`src/rtl/cpsp_pkg.sv`:
```
// Shared constants, register codes and the job record for the cascaded
// position / speed PID block. No dependencies.
`timescale 1ns / 1ps

package cpsp_pkg;

  // Field and datapath widths
  localparam int TICK_W    = 6;
  localparam int DELTA_W   = 12;
  localparam int DATA_W    = 16;
  localparam int GAIN_W    = 16;
  localparam int LIMIT_W   = 15;
  localparam int ERR_W     = 17;
  localparam int DIFF_W    = 18;
  localparam int SUM_W     = 32;
  localparam int ACC_W     = 50;
  localparam int FRAC_W    = 12;
  localparam int CFG_IDX_W = 3;

  // Default periods and queue size
  localparam int INNER_PERIOD_DEF = 40;
  localparam int OUTER_PERIOD_DEF = 40;
  localparam int QUEUE_DEPTH_DEF  = 4;

  // Configuration reset values
  localparam logic signed [GAIN_W-1:0] SPEED_KP_RST = 16'sd1229;
  localparam logic signed [GAIN_W-1:0] SPEED_KI_RST = 16'sd1229;
  localparam logic signed [GAIN_W-1:0] SPEED_KD_RST = 16'sd0;
  localparam logic signed [GAIN_W-1:0] POS_KP_RST   = 16'sd1229;
  localparam logic signed [GAIN_W-1:0] POS_KI_RST   = 16'sd0;
  localparam logic signed [GAIN_W-1:0] POS_KD_RST   = 16'sd1638;
  localparam logic signed [DATA_W-1:0] GOAL_RST     = 16'sd250;
  localparam logic [LIMIT_W-1:0]       LIMIT_RST    = 15'd300;

  // Configuration register indexes
  typedef enum logic [CFG_IDX_W-1:0] {
    REG_SPEED_KP = 3'd0,
    REG_SPEED_KI = 3'd1,
    REG_SPEED_KD = 3'd2,
    REG_POS_KP   = 3'd3,
    REG_POS_KI   = 3'd4,
    REG_POS_KD   = 3'd5,
    REG_GOAL     = 3'd6,
    REG_LIMIT    = 3'd7
  } reg_idx_t;

  // One period boundary handed from front to back
  typedef struct packed {
    logic                     inner_run;
    logic                     outer_run;
    logic signed [DATA_W-1:0] speed;
    logic signed [DATA_W-1:0] position;
  } job_t;

endpackage

```
`src/rtl/cpsp_in_if.sv`:
```
// Input channel: one encoder tick per request, valid/ready handshake.
// Depends on cpsp_pkg.
`timescale 1ns / 1ps

interface cpsp_in_if;
  logic                                      valid;
  logic                                      ready;
  logic signed [cpsp_pkg::DELTA_W-1:0]       encoder_delta;

  modport source (output valid, output encoder_delta, input ready);
  modport sink   (input valid, input encoder_delta, output ready);
endinterface

```
`src/rtl/cpsp_out_if.sv`:
```
// Result channel: drive and measurements once per inner period.
// Depends on cpsp_pkg.
`timescale 1ns / 1ps

interface cpsp_out_if;
  logic                                valid;
  logic                                ready;
  logic signed [cpsp_pkg::DATA_W-1:0]  motor_drive;
  logic signed [cpsp_pkg::DATA_W-1:0]  measured_speed;
  logic signed [cpsp_pkg::DATA_W-1:0]  measured_position;
  logic signed [cpsp_pkg::DATA_W-1:0]  speed_setpoint;

  modport source (output valid, output motor_drive, output measured_speed,
                  output measured_position, output speed_setpoint, input ready);
  modport sink   (input valid, input motor_drive, input measured_speed,
                  input measured_position, input speed_setpoint, output ready);
endinterface

```
`src/rtl/cascaded_position_speed_pid.sv`:
```
// Cascaded position / speed PID controller.
// Input channel in_chan: one request per encoder timer tick, carrying the
// signed counts of that tick. Every INNER_PERIOD ticks the speed loop runs and
// one result is sent on out_chan: negated clamped drive, summed speed,
// wrapped position and the speed setpoint used. Every OUTER_PERIOD ticks the
// position loop runs and sets the next speed setpoint.
// Throughput: one tick per cycle while the job queue has room. The front
// end never waits on the math; at a period boundary it queues a job for the
// back end, which runs PREP, MUL, ADD and DONE for each loop the job runs.
// The job queue fills, and the input stalls, only if boundaries come closer
// than the back end finishes jobs on average. A result is registered in DONE,
// after any queued jobs ahead of its own.
// Reset (rst_n low, synchronous): counters, sums, position, setpoint and
// loop history clear, gains and limits return to their defaults.
// A stalled receiver holds the result in the output register; the back end
// then pauses at its next speed result and ticks keep being taken until the
// job queue is full. Configuration is written on cfg_we, one register a cycle.
// Depends on cpsp_pkg, cpsp_in_if, cpsp_out_if, cpsp_front, cpsp_queue, cpsp_back.
`timescale 1ns / 1ps

module cascaded_position_speed_pid #(
  parameter int INNER_PERIOD = cpsp_pkg::INNER_PERIOD_DEF,
  parameter int OUTER_PERIOD = cpsp_pkg::OUTER_PERIOD_DEF,
  parameter int QUEUE_DEPTH  = cpsp_pkg::QUEUE_DEPTH_DEF
) (
  input  logic                            clk,
  input  logic                            rst_n,
  input  logic                            cfg_we,
  input  logic [cpsp_pkg::CFG_IDX_W-1:0]  cfg_index,
  input  logic [cpsp_pkg::DATA_W-1:0]     cfg_data,
  cpsp_in_if.sink                         in_chan,
  cpsp_out_if.source                      out_chan
);

  logic           push, full, pop_valid, pop;
  cpsp_pkg::job_t push_job, pop_job;

  // Accept ticks and detect period boundaries
  cpsp_front #(
    .INNER_PERIOD (INNER_PERIOD),
    .OUTER_PERIOD (OUTER_PERIOD)
  ) u_front (
    .clk     (clk),
    .rst_n   (rst_n),
    .in_chan (in_chan),
    .q_full  (full),
    .q_push  (push),
    .q_job   (push_job)
  );

  // Decouple the two ends
  cpsp_queue #(
    .DEPTH (QUEUE_DEPTH)
  ) u_queue (
    .clk       (clk),
    .rst_n     (rst_n),
    .push      (push),
    .push_job  (push_job),
    .full      (full),
    .pop_valid (pop_valid),
    .pop_job   (pop_job),
    .pop       (pop)
  );

  // Run the loops and drive results
  cpsp_back u_back (
    .clk       (clk),
    .rst_n     (rst_n),
    .cfg_we    (cfg_we),
    .cfg_index (cfg_index),
    .cfg_data  (cfg_data),
    .q_valid   (pop_valid),
    .q_job     (pop_job),
    .q_pop     (pop),
    .out_chan  (out_chan)
  );

endmodule

```
`src/rtl/cpsp_front.sv`:
```
// Front end: takes encoder ticks, sums speed, tracks position and the two
// period counters, and pushes a job at each period boundary. Uses cpsp_pkg.
`timescale 1ns / 1ps

module cpsp_front #(
  parameter int INNER_PERIOD = cpsp_pkg::INNER_PERIOD_DEF,
  parameter int OUTER_PERIOD = cpsp_pkg::OUTER_PERIOD_DEF
) (
  input  logic              clk,
  input  logic              rst_n,
  cpsp_in_if.sink           in_chan,
  input  logic              q_full,
  output logic              q_push,
  output cpsp_pkg::job_t    q_job
);

  logic [cpsp_pkg::TICK_W-1:0]        inner_cnt_r, inner_cnt_nxt;
  logic [cpsp_pkg::TICK_W-1:0]        outer_cnt_r, outer_cnt_nxt;
  logic signed [cpsp_pkg::DATA_W-1:0] speed_acc_r, speed_acc_nxt;
  logic signed [cpsp_pkg::DATA_W-1:0] position_r, position_nxt;
  logic signed [cpsp_pkg::DATA_W-1:0] delta_ext;
  logic signed [cpsp_pkg::DATA_W-1:0] speed_sum;
  logic [cpsp_pkg::TICK_W-1:0]        inner_inc, outer_inc;
  logic                               inner_fire, outer_fire;
  logic                               accept;

  // Take a tick whenever the job queue has room
  assign in_chan.ready = !q_full;
  assign accept        = in_chan.valid && in_chan.ready;

  // Sum this tick into the speed and advance both counters
  always_comb begin
    delta_ext  = {{(cpsp_pkg::DATA_W - cpsp_pkg::DELTA_W){in_chan.encoder_delta[cpsp_pkg::DELTA_W-1]}},
                  in_chan.encoder_delta};
    speed_sum  = speed_acc_r + delta_ext;
    inner_inc  = inner_cnt_r + 1'b1;
    outer_inc  = outer_cnt_r + 1'b1;
    inner_fire = (inner_inc == cpsp_pkg::TICK_W'(INNER_PERIOD));
    outer_fire = (outer_inc == cpsp_pkg::TICK_W'(OUTER_PERIOD));

    inner_cnt_nxt = inner_fire ? '0 : inner_inc;
    outer_cnt_nxt = outer_fire ? '0 : outer_inc;
    speed_acc_nxt = inner_fire ? '0 : speed_sum;
    position_nxt  = inner_fire ? position_r + speed_sum : position_r;
  end

  // Hand a job to the back end at any period boundary
  assign q_push             = accept && (inner_fire || outer_fire);
  assign q_job.inner_run    = inner_fire;
  assign q_job.outer_run    = outer_fire;
  assign q_job.speed        = speed_sum;
  assign q_job.position     = position_nxt;

  always_ff @(posedge clk) begin
    if (!rst_n) begin
      inner_cnt_r <= '0;
      outer_cnt_r <= '0;
      speed_acc_r <= '0;
      position_r  <= '0;
    end else if (accept) begin
      inner_cnt_r <= inner_cnt_nxt;
      outer_cnt_r <= outer_cnt_nxt;
      speed_acc_r <= speed_acc_nxt;
      position_r  <= position_nxt;
    end
  end

endmodule

```
`src/rtl/cpsp_queue.sv`:
```
// Short job queue between the front and back ends, flip-flop storage.
// Uses cpsp_pkg::job_t.
`timescale 1ns / 1ps

module cpsp_queue #(
  parameter int DEPTH = cpsp_pkg::QUEUE_DEPTH_DEF
) (
  input  logic              clk,
  input  logic              rst_n,
  input  logic              push,
  input  cpsp_pkg::job_t    push_job,
  output logic              full,
  output logic              pop_valid,
  output cpsp_pkg::job_t    pop_job,
  input  logic              pop
);

  localparam int PTR_W = (DEPTH > 1) ? $clog2(DEPTH) : 1;
  localparam int CNT_W = $clog2(DEPTH + 1);

  cpsp_pkg::job_t    mem_r [DEPTH];
  logic [PTR_W-1:0]  wr_ptr_r, rd_ptr_r;
  logic [CNT_W-1:0]  count_r;
  logic              do_push, do_pop;

  assign full      = (count_r == CNT_W'(DEPTH));
  assign pop_valid = (count_r != '0);
  assign pop_job   = mem_r[rd_ptr_r];
  assign do_push   = push && !full;
  assign do_pop    = pop && pop_valid;

  // Store the incoming job
  always_ff @(posedge clk) begin
    if (do_push) begin
      mem_r[wr_ptr_r] <= push_job;
    end
  end

  // Advance pointers and occupancy
  always_ff @(posedge clk) begin
    if (!rst_n) begin
      wr_ptr_r <= '0;
      rd_ptr_r <= '0;
      count_r  <= '0;
    end else begin
      if (do_push) begin
        wr_ptr_r <= (wr_ptr_r == PTR_W'(DEPTH - 1)) ? '0 : wr_ptr_r + 1'b1;
      end
      if (do_pop) begin
        rd_ptr_r <= (rd_ptr_r == PTR_W'(DEPTH - 1)) ? '0 : rd_ptr_r + 1'b1;
      end
      if (do_push && !do_pop) begin
        count_r <= count_r + 1'b1;
      end else if (do_pop && !do_push) begin
        count_r <= count_r - 1'b1;
      end
    end
  end

endmodule

```
`src/rtl/cpsp_back.sv`:
```
// Back end: configuration registers and a sequenced PID datapath that runs
// the speed loop, position loop or both per job, speed first. Uses cpsp_pkg.
`timescale 1ns / 1ps

module cpsp_back (
  input  logic                                clk,
  input  logic                                rst_n,
  input  logic                                cfg_we,
  input  logic [cpsp_pkg::CFG_IDX_W-1:0]      cfg_index,
  input  logic [cpsp_pkg::DATA_W-1:0]         cfg_data,
  input  logic                                q_valid,
  input  cpsp_pkg::job_t                      q_job,
  output logic                                q_pop,
  cpsp_out_if.source                          out_chan
);

  typedef enum logic [4:0] {
    ST_IDLE = 5'b00001,
    ST_PREP = 5'b00010,
    ST_MUL  = 5'b00100,
    ST_ADD  = 5'b01000,
    ST_DONE = 5'b10000
  } state_t;

  localparam int Q_W = cpsp_pkg::ACC_W - cpsp_pkg::FRAC_W;

  // Configuration
  logic signed [cpsp_pkg::GAIN_W-1:0] speed_kp_r, speed_ki_r, speed_kd_r;
  logic signed [cpsp_pkg::GAIN_W-1:0] pos_kp_r, pos_ki_r, pos_kd_r;
  logic signed [cpsp_pkg::DATA_W-1:0] goal_r;
  logic [cpsp_pkg::LIMIT_W-1:0]       limit_r;

  // Loop state
  state_t                             state_r, state_nxt;
  cpsp_pkg::job_t                     job_r;
  logic                               sel_outer_r;
  logic signed [cpsp_pkg::DATA_W-1:0] speed_target_r;
  logic signed [cpsp_pkg::ERR_W-1:0]  speed_prev_r, pos_prev_r;
  logic signed [cpsp_pkg::SUM_W-1:0]  speed_sum_r, pos_sum_r;

  // Datapath pipeline registers
  logic signed [cpsp_pkg::ERR_W-1:0]  op_err_r;
  logic signed [cpsp_pkg::DIFF_W-1:0] op_diff_r;
  logic signed [cpsp_pkg::SUM_W-1:0]  op_sum_r;
  logic signed [cpsp_pkg::ERR_W+cpsp_pkg::GAIN_W-1:0]  p_kp_r;
  logic signed [cpsp_pkg::SUM_W+cpsp_pkg::GAIN_W-1:0]  p_ki_r;
  logic signed [cpsp_pkg::DIFF_W+cpsp_pkg::GAIN_W-1:0] p_kd_r;
  logic signed [cpsp_pkg::ACC_W-1:0]  acc_r;

  // Output register
  logic                               out_valid_r, out_valid_nxt;
  logic signed [cpsp_pkg::DATA_W-1:0] out_drive_r, out_speed_r, out_pos_r, out_setp_r;

  // Combinational operands
  logic signed [cpsp_pkg::DATA_W-1:0] tgt, act;
  logic signed [cpsp_pkg::GAIN_W-1:0] kp, ki, kd;
  logic signed [cpsp_pkg::ERR_W-1:0]  prev;
  logic signed [cpsp_pkg::SUM_W-1:0]  sum_old, sum_new;
  logic signed [cpsp_pkg::ERR_W-1:0]  err;
  logic signed [cpsp_pkg::SUM_W:0]    sum_ext;
  logic signed [cpsp_pkg::DIFF_W-1:0] diff;
  logic signed [cpsp_pkg::ACC_W-1:0]  rnd;
  logic signed [Q_W-1:0]              q_val, lim_pos, lim_neg;
  logic signed [cpsp_pkg::DATA_W-1:0] drive;
  logic                               out_free, out_write;

  // Write configuration registers
  always_ff @(posedge clk) begin
    if (!rst_n) begin
      speed_kp_r <= cpsp_pkg::SPEED_KP_RST;
      speed_ki_r <= cpsp_pkg::SPEED_KI_RST;
      speed_kd_r <= cpsp_pkg::SPEED_KD_RST;
      pos_kp_r   <= cpsp_pkg::POS_KP_RST;
      pos_ki_r   <= cpsp_pkg::POS_KI_RST;
      pos_kd_r   <= cpsp_pkg::POS_KD_RST;
      goal_r     <= cpsp_pkg::GOAL_RST;
      limit_r    <= cpsp_pkg::LIMIT_RST;
    end else if (cfg_we) begin
      case (cpsp_pkg::reg_idx_t'(cfg_index))
        cpsp_pkg::REG_SPEED_KP: speed_kp_r <= cfg_data;
        cpsp_pkg::REG_SPEED_KI: speed_ki_r <= cfg_data;
        cpsp_pkg::REG_SPEED_KD: speed_kd_r <= cfg_data;
        cpsp_pkg::REG_POS_KP:   pos_kp_r   <= cfg_data;
        cpsp_pkg::REG_POS_KI:   pos_ki_r   <= cfg_data;
        cpsp_pkg::REG_POS_KD:   pos_kd_r   <= cfg_data;
        cpsp_pkg::REG_GOAL:     goal_r     <= cfg_data;
        cpsp_pkg::REG_LIMIT:    limit_r    <= cfg_data[cpsp_pkg::LIMIT_W-1:0];
        default: begin
        end
      endcase
    end
  end

  // Select the operands of the loop being run
  always_comb begin
    tgt     = sel_outer_r ? goal_r       : speed_target_r;
    act     = sel_outer_r ? job_r.position : job_r.speed;
    kp      = sel_outer_r ? pos_kp_r     : speed_kp_r;
    ki      = sel_outer_r ? pos_ki_r     : speed_ki_r;
    kd      = sel_outer_r ? pos_kd_r     : speed_kd_r;
    prev    = sel_outer_r ? pos_prev_r   : speed_prev_r;
    sum_old = sel_outer_r ? pos_sum_r    : speed_sum_r;
  end

  // Error, saturating integral and difference
  always_comb begin
    err     = {tgt[cpsp_pkg::DATA_W-1], tgt} - {act[cpsp_pkg::DATA_W-1], act};
    sum_ext = {sum_old[cpsp_pkg::SUM_W-1], sum_old}
            + {{(cpsp_pkg::SUM_W + 1 - cpsp_pkg::ERR_W){err[cpsp_pkg::ERR_W-1]}}, err};
    if (ki == '0) begin
      sum_new = '0;
    end else if (sum_ext[cpsp_pkg::SUM_W] != sum_ext[cpsp_pkg::SUM_W-1]) begin
      sum_new = sum_ext[cpsp_pkg::SUM_W] ? {1'b1, {(cpsp_pkg::SUM_W-1){1'b0}}}
                                         : {1'b0, {(cpsp_pkg::SUM_W-1){1'b1}}};
    end else begin
      sum_new = sum_ext[cpsp_pkg::SUM_W-1:0];
    end
    diff = {err[cpsp_pkg::ERR_W-1], err} - {prev[cpsp_pkg::ERR_W-1], prev};
  end

  // Round to nearest, then clamp to the symmetric limit
  always_comb begin
    rnd     = acc_r + cpsp_pkg::ACC_W'(2048);
    q_val   = rnd[cpsp_pkg::ACC_W-1:cpsp_pkg::FRAC_W];
    lim_pos = {{(Q_W - cpsp_pkg::LIMIT_W){1'b0}}, limit_r};
    lim_neg = -lim_pos;
    if (q_val > lim_pos) begin
      drive = lim_pos[cpsp_pkg::DATA_W-1:0];
    end else if (q_val < lim_neg) begin
      drive = lim_neg[cpsp_pkg::DATA_W-1:0];
    end else begin
      drive = q_val[cpsp_pkg::DATA_W-1:0];
    end
  end

  assign out_free  = !out_valid_r || out_chan.ready;
  assign out_write = (state_r == ST_DONE) && !sel_outer_r && out_free;
  assign q_pop     = (state_r == ST_IDLE) && q_valid;

  // Sequence each job: speed loop, position loop or both, speed first
  always_comb begin
    state_nxt = state_r;
    case (state_r)
      ST_IDLE: if (q_valid) state_nxt = ST_PREP;
      ST_PREP: state_nxt = ST_MUL;
      ST_MUL:  state_nxt = ST_ADD;
      ST_ADD:  state_nxt = ST_DONE;
      ST_DONE: begin
        if (sel_outer_r) begin
          state_nxt = ST_IDLE;
        end else if (out_free) begin
          state_nxt = job_r.outer_run ? ST_PREP : ST_IDLE;
        end
      end
      default: state_nxt = ST_IDLE;
    endcase
  end

  // Output valid: set on a new result, drop once taken
  always_comb begin
    out_valid_nxt = out_valid_r;
    if (out_write) begin
      out_valid_nxt = 1'b1;
    end else if (out_chan.ready) begin
      out_valid_nxt = 1'b0;
    end
  end

  // Control and loop state
  always_ff @(posedge clk) begin
    if (!rst_n) begin
      state_r        <= ST_IDLE;
      sel_outer_r    <= 1'b0;
      out_valid_r    <= 1'b0;
      speed_target_r <= '0;
      speed_prev_r   <= '0;
      speed_sum_r    <= '0;
      pos_prev_r     <= '0;
      pos_sum_r      <= '0;
    end else begin
      state_r     <= state_nxt;
      out_valid_r <= out_valid_nxt;
      if (q_pop) begin
        sel_outer_r <= !q_job.inner_run;
      end else if (state_r == ST_DONE && !sel_outer_r && out_free) begin
        sel_outer_r <= job_r.outer_run;
      end
      if (state_r == ST_PREP) begin
        if (sel_outer_r) begin
          pos_prev_r <= err;
          pos_sum_r  <= sum_new;
        end else begin
          speed_prev_r <= err;
          speed_sum_r  <= sum_new;
        end
      end
      if (state_r == ST_DONE && sel_outer_r) begin
        speed_target_r <= drive;
      end
    end
  end

  // Datapath and result payload
  always_ff @(posedge clk) begin
    if (q_pop) begin
      job_r <= q_job;
    end
    if (state_r == ST_PREP) begin
      op_err_r  <= err;
      op_diff_r <= diff;
      op_sum_r  <= sum_new;
    end
    if (state_r == ST_MUL) begin
      p_kp_r <= kp * op_err_r;
      p_ki_r <= ki * op_sum_r;
      p_kd_r <= kd * op_diff_r;
    end
    if (state_r == ST_ADD) begin
      acc_r <= cpsp_pkg::ACC_W'(p_kp_r) + cpsp_pkg::ACC_W'(p_ki_r) + cpsp_pkg::ACC_W'(p_kd_r);
    end
    if (out_write) begin
      out_drive_r <= -drive;
      out_speed_r <= job_r.speed;
      out_pos_r   <= job_r.position;
      out_setp_r  <= speed_target_r;
    end
  end

  assign out_chan.valid             = out_valid_r;
  assign out_chan.motor_drive       = out_drive_r;
  assign out_chan.measured_speed    = out_speed_r;
  assign out_chan.measured_position = out_pos_r;
  assign out_chan.speed_setpoint    = out_setp_r;

endmodule

```
`src/flat_wrapper.sv`:
```
// flat-port wrapper written by rule: the top's interface ports become plain ports
module cascaded_position_speed_pid_flat 
#(
  parameter int INNER_PERIOD = cpsp_pkg::INNER_PERIOD_DEF,
  parameter int OUTER_PERIOD = cpsp_pkg::OUTER_PERIOD_DEF,
  parameter int QUEUE_DEPTH  = cpsp_pkg::QUEUE_DEPTH_DEF
)
  (clk, rst_n, cfg_we, cfg_index, cfg_data, in_chan_valid, in_chan_encoder_delta, in_chan_ready, out_chan_valid, out_chan_motor_drive, out_chan_measured_speed, out_chan_measured_position, out_chan_speed_setpoint, out_chan_ready);
  cpsp_in_if in_chan_i ();
  cpsp_out_if out_chan_i ();
  input  logic clk;
  input  logic rst_n;
  input  logic cfg_we;
  input  logic [cpsp_pkg::CFG_IDX_W-1:0] cfg_index;
  input  logic [cpsp_pkg::DATA_W-1:0] cfg_data;
  input wire logic [$bits(in_chan_i.valid)-1:0] in_chan_valid;
  input wire logic [$bits(in_chan_i.encoder_delta)-1:0] in_chan_encoder_delta;
  output wire logic [$bits(in_chan_i.ready)-1:0] in_chan_ready;
  output wire logic [$bits(out_chan_i.valid)-1:0] out_chan_valid;
  output wire logic [$bits(out_chan_i.motor_drive)-1:0] out_chan_motor_drive;
  output wire logic [$bits(out_chan_i.measured_speed)-1:0] out_chan_measured_speed;
  output wire logic [$bits(out_chan_i.measured_position)-1:0] out_chan_measured_position;
  output wire logic [$bits(out_chan_i.speed_setpoint)-1:0] out_chan_speed_setpoint;
  input wire logic [$bits(out_chan_i.ready)-1:0] out_chan_ready;
  assign in_chan_i.valid = in_chan_valid;
  assign in_chan_i.encoder_delta = in_chan_encoder_delta;
  assign in_chan_ready = in_chan_i.ready;
  assign out_chan_valid = out_chan_i.valid;
  assign out_chan_motor_drive = out_chan_i.motor_drive;
  assign out_chan_measured_speed = out_chan_i.measured_speed;
  assign out_chan_measured_position = out_chan_i.measured_position;
  assign out_chan_speed_setpoint = out_chan_i.speed_setpoint;
  assign out_chan_i.ready = out_chan_ready;
  cascaded_position_speed_pid #(.INNER_PERIOD(INNER_PERIOD), .OUTER_PERIOD(OUTER_PERIOD), .QUEUE_DEPTH(QUEUE_DEPTH)) u_core (.clk(clk), .rst_n(rst_n), .cfg_we(cfg_we), .cfg_index(cfg_index), .cfg_data(cfg_data), .in_chan(in_chan_i), .out_chan(out_chan_i));
endmodule
```
`config.mk`:
```
export PLATFORM = sky130hd
export DESIGN_NAME = cascaded_position_speed_pid_flat
export DESIGN_NICKNAME = d
export VERILOG_FILES = /design/src/rtl/cpsp_pkg.sv /design/src/rtl/cpsp_in_if.sv /design/src/rtl/cpsp_out_if.sv /design/src/rtl/cascaded_position_speed_pid.sv /design/src/rtl/cpsp_front.sv /design/src/rtl/cpsp_queue.sv /design/src/rtl/cpsp_back.sv /design/src/flat_wrapper.sv
export SDC_FILE = /design/constraint.sdc
export NUM_CORES = 2
export LEC_CHECK = 0
export BUFFER_PORTS_ARGS = -buffer_cell sky130_fd_sc_hd__buf_2
export CORE_MARGIN = 2
export CORE_UTILIZATION = 59
export DETAILED_ROUTE_END_ITERATION = 7
export GPL_TIMING_DRIVEN = 0
export PLACE_DENSITY = 0.75
export SYNTH_ARGS = -nofsm -noshare
export SYNTH_HDL_FRONTEND = slang
export SYNTH_SLANG_ARGS = --single-unit
```
`constraint.sdc`:
```
create_clock -name clk -period 12.8 [get_ports clk]
set_input_delay 2.56 -clock clk [delete_from_list [all_inputs] [get_ports clk]]
set_output_delay 2.56 -clock clk [all_outputs]
set_load 0.03 [all_outputs]
```
==> tab_implementation.tex <==
\begin{tabular}{lr}
\hline
Metric & Value \\
\hline
\multicolumn{2}{l}{\textbf{Status}} \\
Outcome & finished, violations left \\
Violated checks & max-capacitance violations, max-slew violations \\
\multicolumn{2}{l}{\textbf{Layout}} \\
Final non-filler cell area & roughly 0.081 mm\^{}2 \\
Final layout net count & 9540 \\
Final-layout fill cell count & 10200 \\
Sequential cell area & 0.0197 mm\^{}2 \\
Share of post-route cells with drive strength above 1 & 5.63\% \\
Area growth from synthesis to layout & 7.16\% \\
Area of the multi-input gates & 0.0501 mm\^{}2 \\
\multicolumn{2}{l}{\textbf{Logic synthesis}} \\
Synthesized instance count & 7736 \\
FF+latch count, synth & 755 \\
Total of warnings raised by yosys & 0 \\
Post-synth ARST share & 0\% \\
Netlist area before placement & 0.0759 mm\^{}2 \\
EDFF count, synth & 454 \\
Distinct cells, synth & 97 \\
Post-synth net total & 9368 \\
Top\_reg\_cell synth & sky130\_fd\_sc\_hd\_\_edfxtp\_1 \\
Post-synthesis average cell area & 9.81 um\^{}2 \\
Sequential share of the synthesized area & 25.9\% \\
\multicolumn{2}{l}{\textbf{Floorplanning}} \\
Core region area & around 0.13 mm\^{}2 \\
Full die area & 0.131 mm\^{}2 \\
Starting Density & 59.5\% \\
Num rows & 131 \\
Die extent in x & around 360 um \\
Die H & about 360 um \\
I/O Pins & 102 \\
\multicolumn{2}{l}{\textbf{Clock network}} \\
Quantity of gates resized following cts & 0 \\
Worst skew pair latency & 0.71 ns \\
Max H-tree Level & 3 \\
Post-CTS setup buffer count & 0 \\
Number of CTS-inserted buffers & slightly above 80 \\
CTS tree & done \\
Clock tree buffer depth & 3 \\
Number of buffers inserted for hold repair after clock tree synthesis & 0 \\
Clock-pin slew of the registers on the worst-case setup and hold paths & 0.07 ns \\
Sink Count & 755 \\
CTS root buf & sky130\_fd\_sc\_hd\_\_clkbuf\_16 \\
\multicolumn{2}{l}{\textbf{Critical path}} \\
Critical Path Sink Type & flip-flop \\
Data arrival, critical path & 12.55 ns \\
Class of the most critical setup path & reg2reg \\
Slowest cell on crit path & sky130\_fd\_sc\_hd\_\_clkbuf\_1 \\
Kind of start point of the critical path & flip-flop \\
Most prevalent standard cell on the critical path & sky130\_fd\_sc\_hd\_\_clkbuf\_1 \\
Highest cell delay on the worst timing path & 0.81 ns \\
Maximum net fanout on the critical path & 10 \\
Dominant delay contributor by cell family on the critical path & buffers and inverters \\
Critical path required time & 13.33 ns \\
CP Buf/Inv Count & 11 \\
\multicolumn{2}{l}{\textbf{STA}} \\
Final Critical Period & 12.03 ns \\
Slew Limit Fails & 1 \\
Final worst-path cycle share & $\sim$94\% \\
Remaining max-slew budget at the tightest pin & -0.535\% \\
Final hold violation count & 0 \\
Worst-margin pin slew & 1.50 ns \\
RSZ-0062 raised after global routing & no \\
Max frequency & 83.1 MHz \\
Final setup skew & 0.0622 ns \\
Setup-violating endpoint count in the final report & 0 \\
Final TNS setup & 0 ns \\
Crit path setup slack, layout & slightly below 0.8 ns \\
\multicolumn{2}{l}{\textbf{Routing}} \\
Drt pass-1 iters & 6 \\
Number of nets still failing antenna checks after routing & 0 \\
Detailed Route WL & roughly 210000 um \\
Avg WL per Cell & 22.1 um \\
Initial DRC count & 5055 \\
DRC violations left & 0 \\
Total vias in the final route & 56200 \\
Vias per cell & 5.83 \\
\multicolumn{2}{l}{\textbf{Placement}} \\
Routability congestion estimate from global placement & around 1 \\
Placed standard-cell area & 0.0785 mm\^{}2 \\
Count of input and output buffers & 84 \\
HPWL reported at the end of detailed placement & 171000 um \\
Setup slack at placement & between 1 and 1.5 ns \\
\multicolumn{2}{l}{\textbf{Global route}} \\
Number of antenna violations at the first check in global routing & 17 \\
Maximum number of pins on one net before global-route repair & 75 \\
Wire length of the first global-routing pass & 334000 um \\
GR Util All Layers & between 30\% and 40\% \\
Vias in the first global route & approximately 58000 \\
Total gr overflow & 0 \\
\multicolumn{2}{l}{\textbf{Run}} \\
Max capacitance violation total & 1 \\
\multicolumn{2}{l}{\textbf{Hold path}} \\
Class of the most critical hold timing path & reg2reg \\
\hline
\end{tabular}
## synth_stat cells (all sizes together) (10+ instances only)
cell type / count / area [um^2]
nor3: 74 / 380
nand3: 121 / 606
clkbuf: 265 / 1020
nand2b: 35 / 219
xnor2: 219 / 1920
a22oi: 18 / 135
a21oi: 353 / 1770
or2: 32 / 200
nor2: 336 / 1260
a21o: 87 / 656
xor2: 96 / 841
o211ai: 12 / 95.1
o21bai: 37 / 278
o21a: 26 / 195
edfxtp: 454 / 13600
mux2i: 61 / 611
nand2: 1150 / 4320
mux2: 98 / 1100
buf: 33 / 170
or3: 23 / 144
nor4: 30 / 221
fa: 1105 / 22100
and2: 368 / 2300
dfxtp: 301 / 6030
a211oi: 41 / 318
nand4: 38 / 259
inv: 1310 / 4920
o21ai: 189 / 946
o31ai: 12 / 90.1
and3: 29 / 183
and4: 11 / 98.8
a31oi: 20 / 125
mux4: 34 / 766
ha: 491 / 6140
nor2b: 99 / 619
a21boi: 10 / 75.1
## final timing paths
| check | start | to | slack, ns | cells past startpoint |
|---|---|---|---|---|
| worst min register to register | u_core.u_back.speed_sum_r[3] | u_core.u_back.speed_sum_r[3] | 0.45 | 2 |
| worst min-delay path | u_core.u_back.speed_sum_r[3] | u_core.u_back.speed_sum_r[3] | 0.45 | 2 |
| worst max register to register | u_core.u_back.sel_outer_r | u_core.u_back.speed_sum_r[30] | 0.77 | 33 |
| worst max-delay path | u_core.u_back.sel_outer_r | u_core.u_back.speed_sum_r[30] | 0.77 | 33 |
## flip-flops by register name (all words and copies together) (netlist names), 17 cells and up, named ones only
register and flops:
u_core.u_back.op_diff_r 18, u_core.u_back.p_kp_r 33, u_core.u_back.pos_prev_r 17, u_core.u_back.acc_r 39, u_core.u_back.speed_prev_r 17, u_core.u_back.speed_sum_r 32
u_core.u_back.op_sum_r 32, u_core.u_back.op_err_r 17, u_core.u_back.job_r 33, u_core.u_queue.mem_r 136, u_core.u_back.p_ki_r 48, u_core.u_back.pos_sum_r 32
u_core.u_back.p_kd_r 34
## stage by stage
stage | util, % | hold slack [ns] | cells
2_1_floorplan | - | 0.420 | 7736
3_3_place_gp | 61.5 | 0.428 | 9482
3_5_place_dp | 61.5 | 0.434 | 9486
4_1_cts | 63.7 | 0.451 | 9636
5_1_grt | 63.7 | 0.453 | 9637
6_report | 63.8 | 0.451 | 9642
## worst register-to-register path, delay by kind of cell, from the launching register on
| family | cells | cell delay [ns] |
|---|---|---|
| buffers and inverters | 11 | 5.63 |
| AO/OA/AOI/OAI | 14 | 3.61 |
| adder cells (fa/ha/maj) | 3 | 1.15 |
| AND/OR/NAND/NOR | 4 | 0.62 |
| flip-flops | 1 | 0.45 |
| multiplexers | 1 | 0.42 |
## routing by layer
metal | part of all wire (%) | track usage [%] | vias to the layer above
li1 | - | - | 25000
met1 | 39 | 44.6 | 28100
met2 | 45 | 52.2 | 2609
met3 | 10 | 7.08 | 493
met4 | 5.2 | 15.3 | 16
met5 | 0.048 | 0 | -
## area by class of cell
| cell class | instances | share of cell area [%] |
|---|---|---|
| multi-input combinational | 5373 | 61.6 |
| buffer | 298 | 1.47 |
| sequential | 755 | 24.2 |
| timing repair buffer | 89 | 0.668 |
| antenna | 5 | 0.0154 |
| inverter | 1310 | 6.06 |
| clock buffer | 104 | 2.72 |
| tap | 1662 | 2.56 |
| clock inverter | 46 | 0.699 |
## kinds of logic after synthesis
group | Yosys count | share of synthesized area, %
simple gates | 2371 | 14.5
xor+xnor | 315 | 3.64
compound gates | 895 | 7.30
flops | 755 | 25.9
buf+inv | 1608 | 8.05
mux | 193 | 3.27
fa+ha+maj | 1599 | 37.3
## placed cells by master (no fill, tap or decap), types with 10 or more instances in the layout
master	n
sky130_fd_sc_hd__mux4_2	34
sky130_fd_sc_hd__o31ai_1	12
sky130_fd_sc_hd__nor2b_1	99
sky130_fd_sc_hd__o21bai_1	37
sky130_fd_sc_hd__nor3_1	72
sky130_fd_sc_hd__and3_1	28
sky130_fd_sc_hd__or2_2	30
sky130_fd_sc_hd__o21ai_0	186
sky130_fd_sc_hd__buf_2	85
sky130_fd_sc_hd__clkbuf_1	262
sky130_fd_sc_hd__a211oi_1	39
sky130_fd_sc_hd__nand2_1	1150
sky130_fd_sc_hd__xnor2_1	219
sky130_fd_sc_hd__dfxtp_1	301
sky130_fd_sc_hd__nor4_1	26
sky130_fd_sc_hd__mux2i_1	61
sky130_fd_sc_hd__a31oi_1	20
sky130_fd_sc_hd__nand4_1	36
sky130_fd_sc_hd__and4_1	10
sky130_fd_sc_hd__o21a_1	26
sky130_fd_sc_hd__inv_1	1306
sky130_fd_sc_hd__mux2_2	98
sky130_fd_sc_hd__a21oi_1	353
sky130_fd_sc_hd__clkbuf_16	82
sky130_fd_sc_hd__a21boi_0	10
sky130_fd_sc_hd__clkbuf_2	16
sky130_fd_sc_hd__nand2b_1	35
sky130_fd_sc_hd__or3_1	23
sky130_fd_sc_hd__ha_1	491
sky130_fd_sc_hd__edfxtp_1	454
sky130_fd_sc_hd__and2_1	362
sky130_fd_sc_hd__fa_1	1105
sky130_fd_sc_hd__nand3_1	121
sky130_fd_sc_hd__buf_1	25
sky130_fd_sc_hd__o211ai_1	11
sky130_fd_sc_hd__clkinv_2	17
sky130_fd_sc_hd__a21o_1	85
sky130_fd_sc_hd__a22oi_1	18
sky130_fd_sc_hd__xor2_1	96
sky130_fd_sc_hd__nor2_1	336
Power is not shown: default switching activity piles up to over one toggle a cycle in this logic, so the estimate is an artifact.
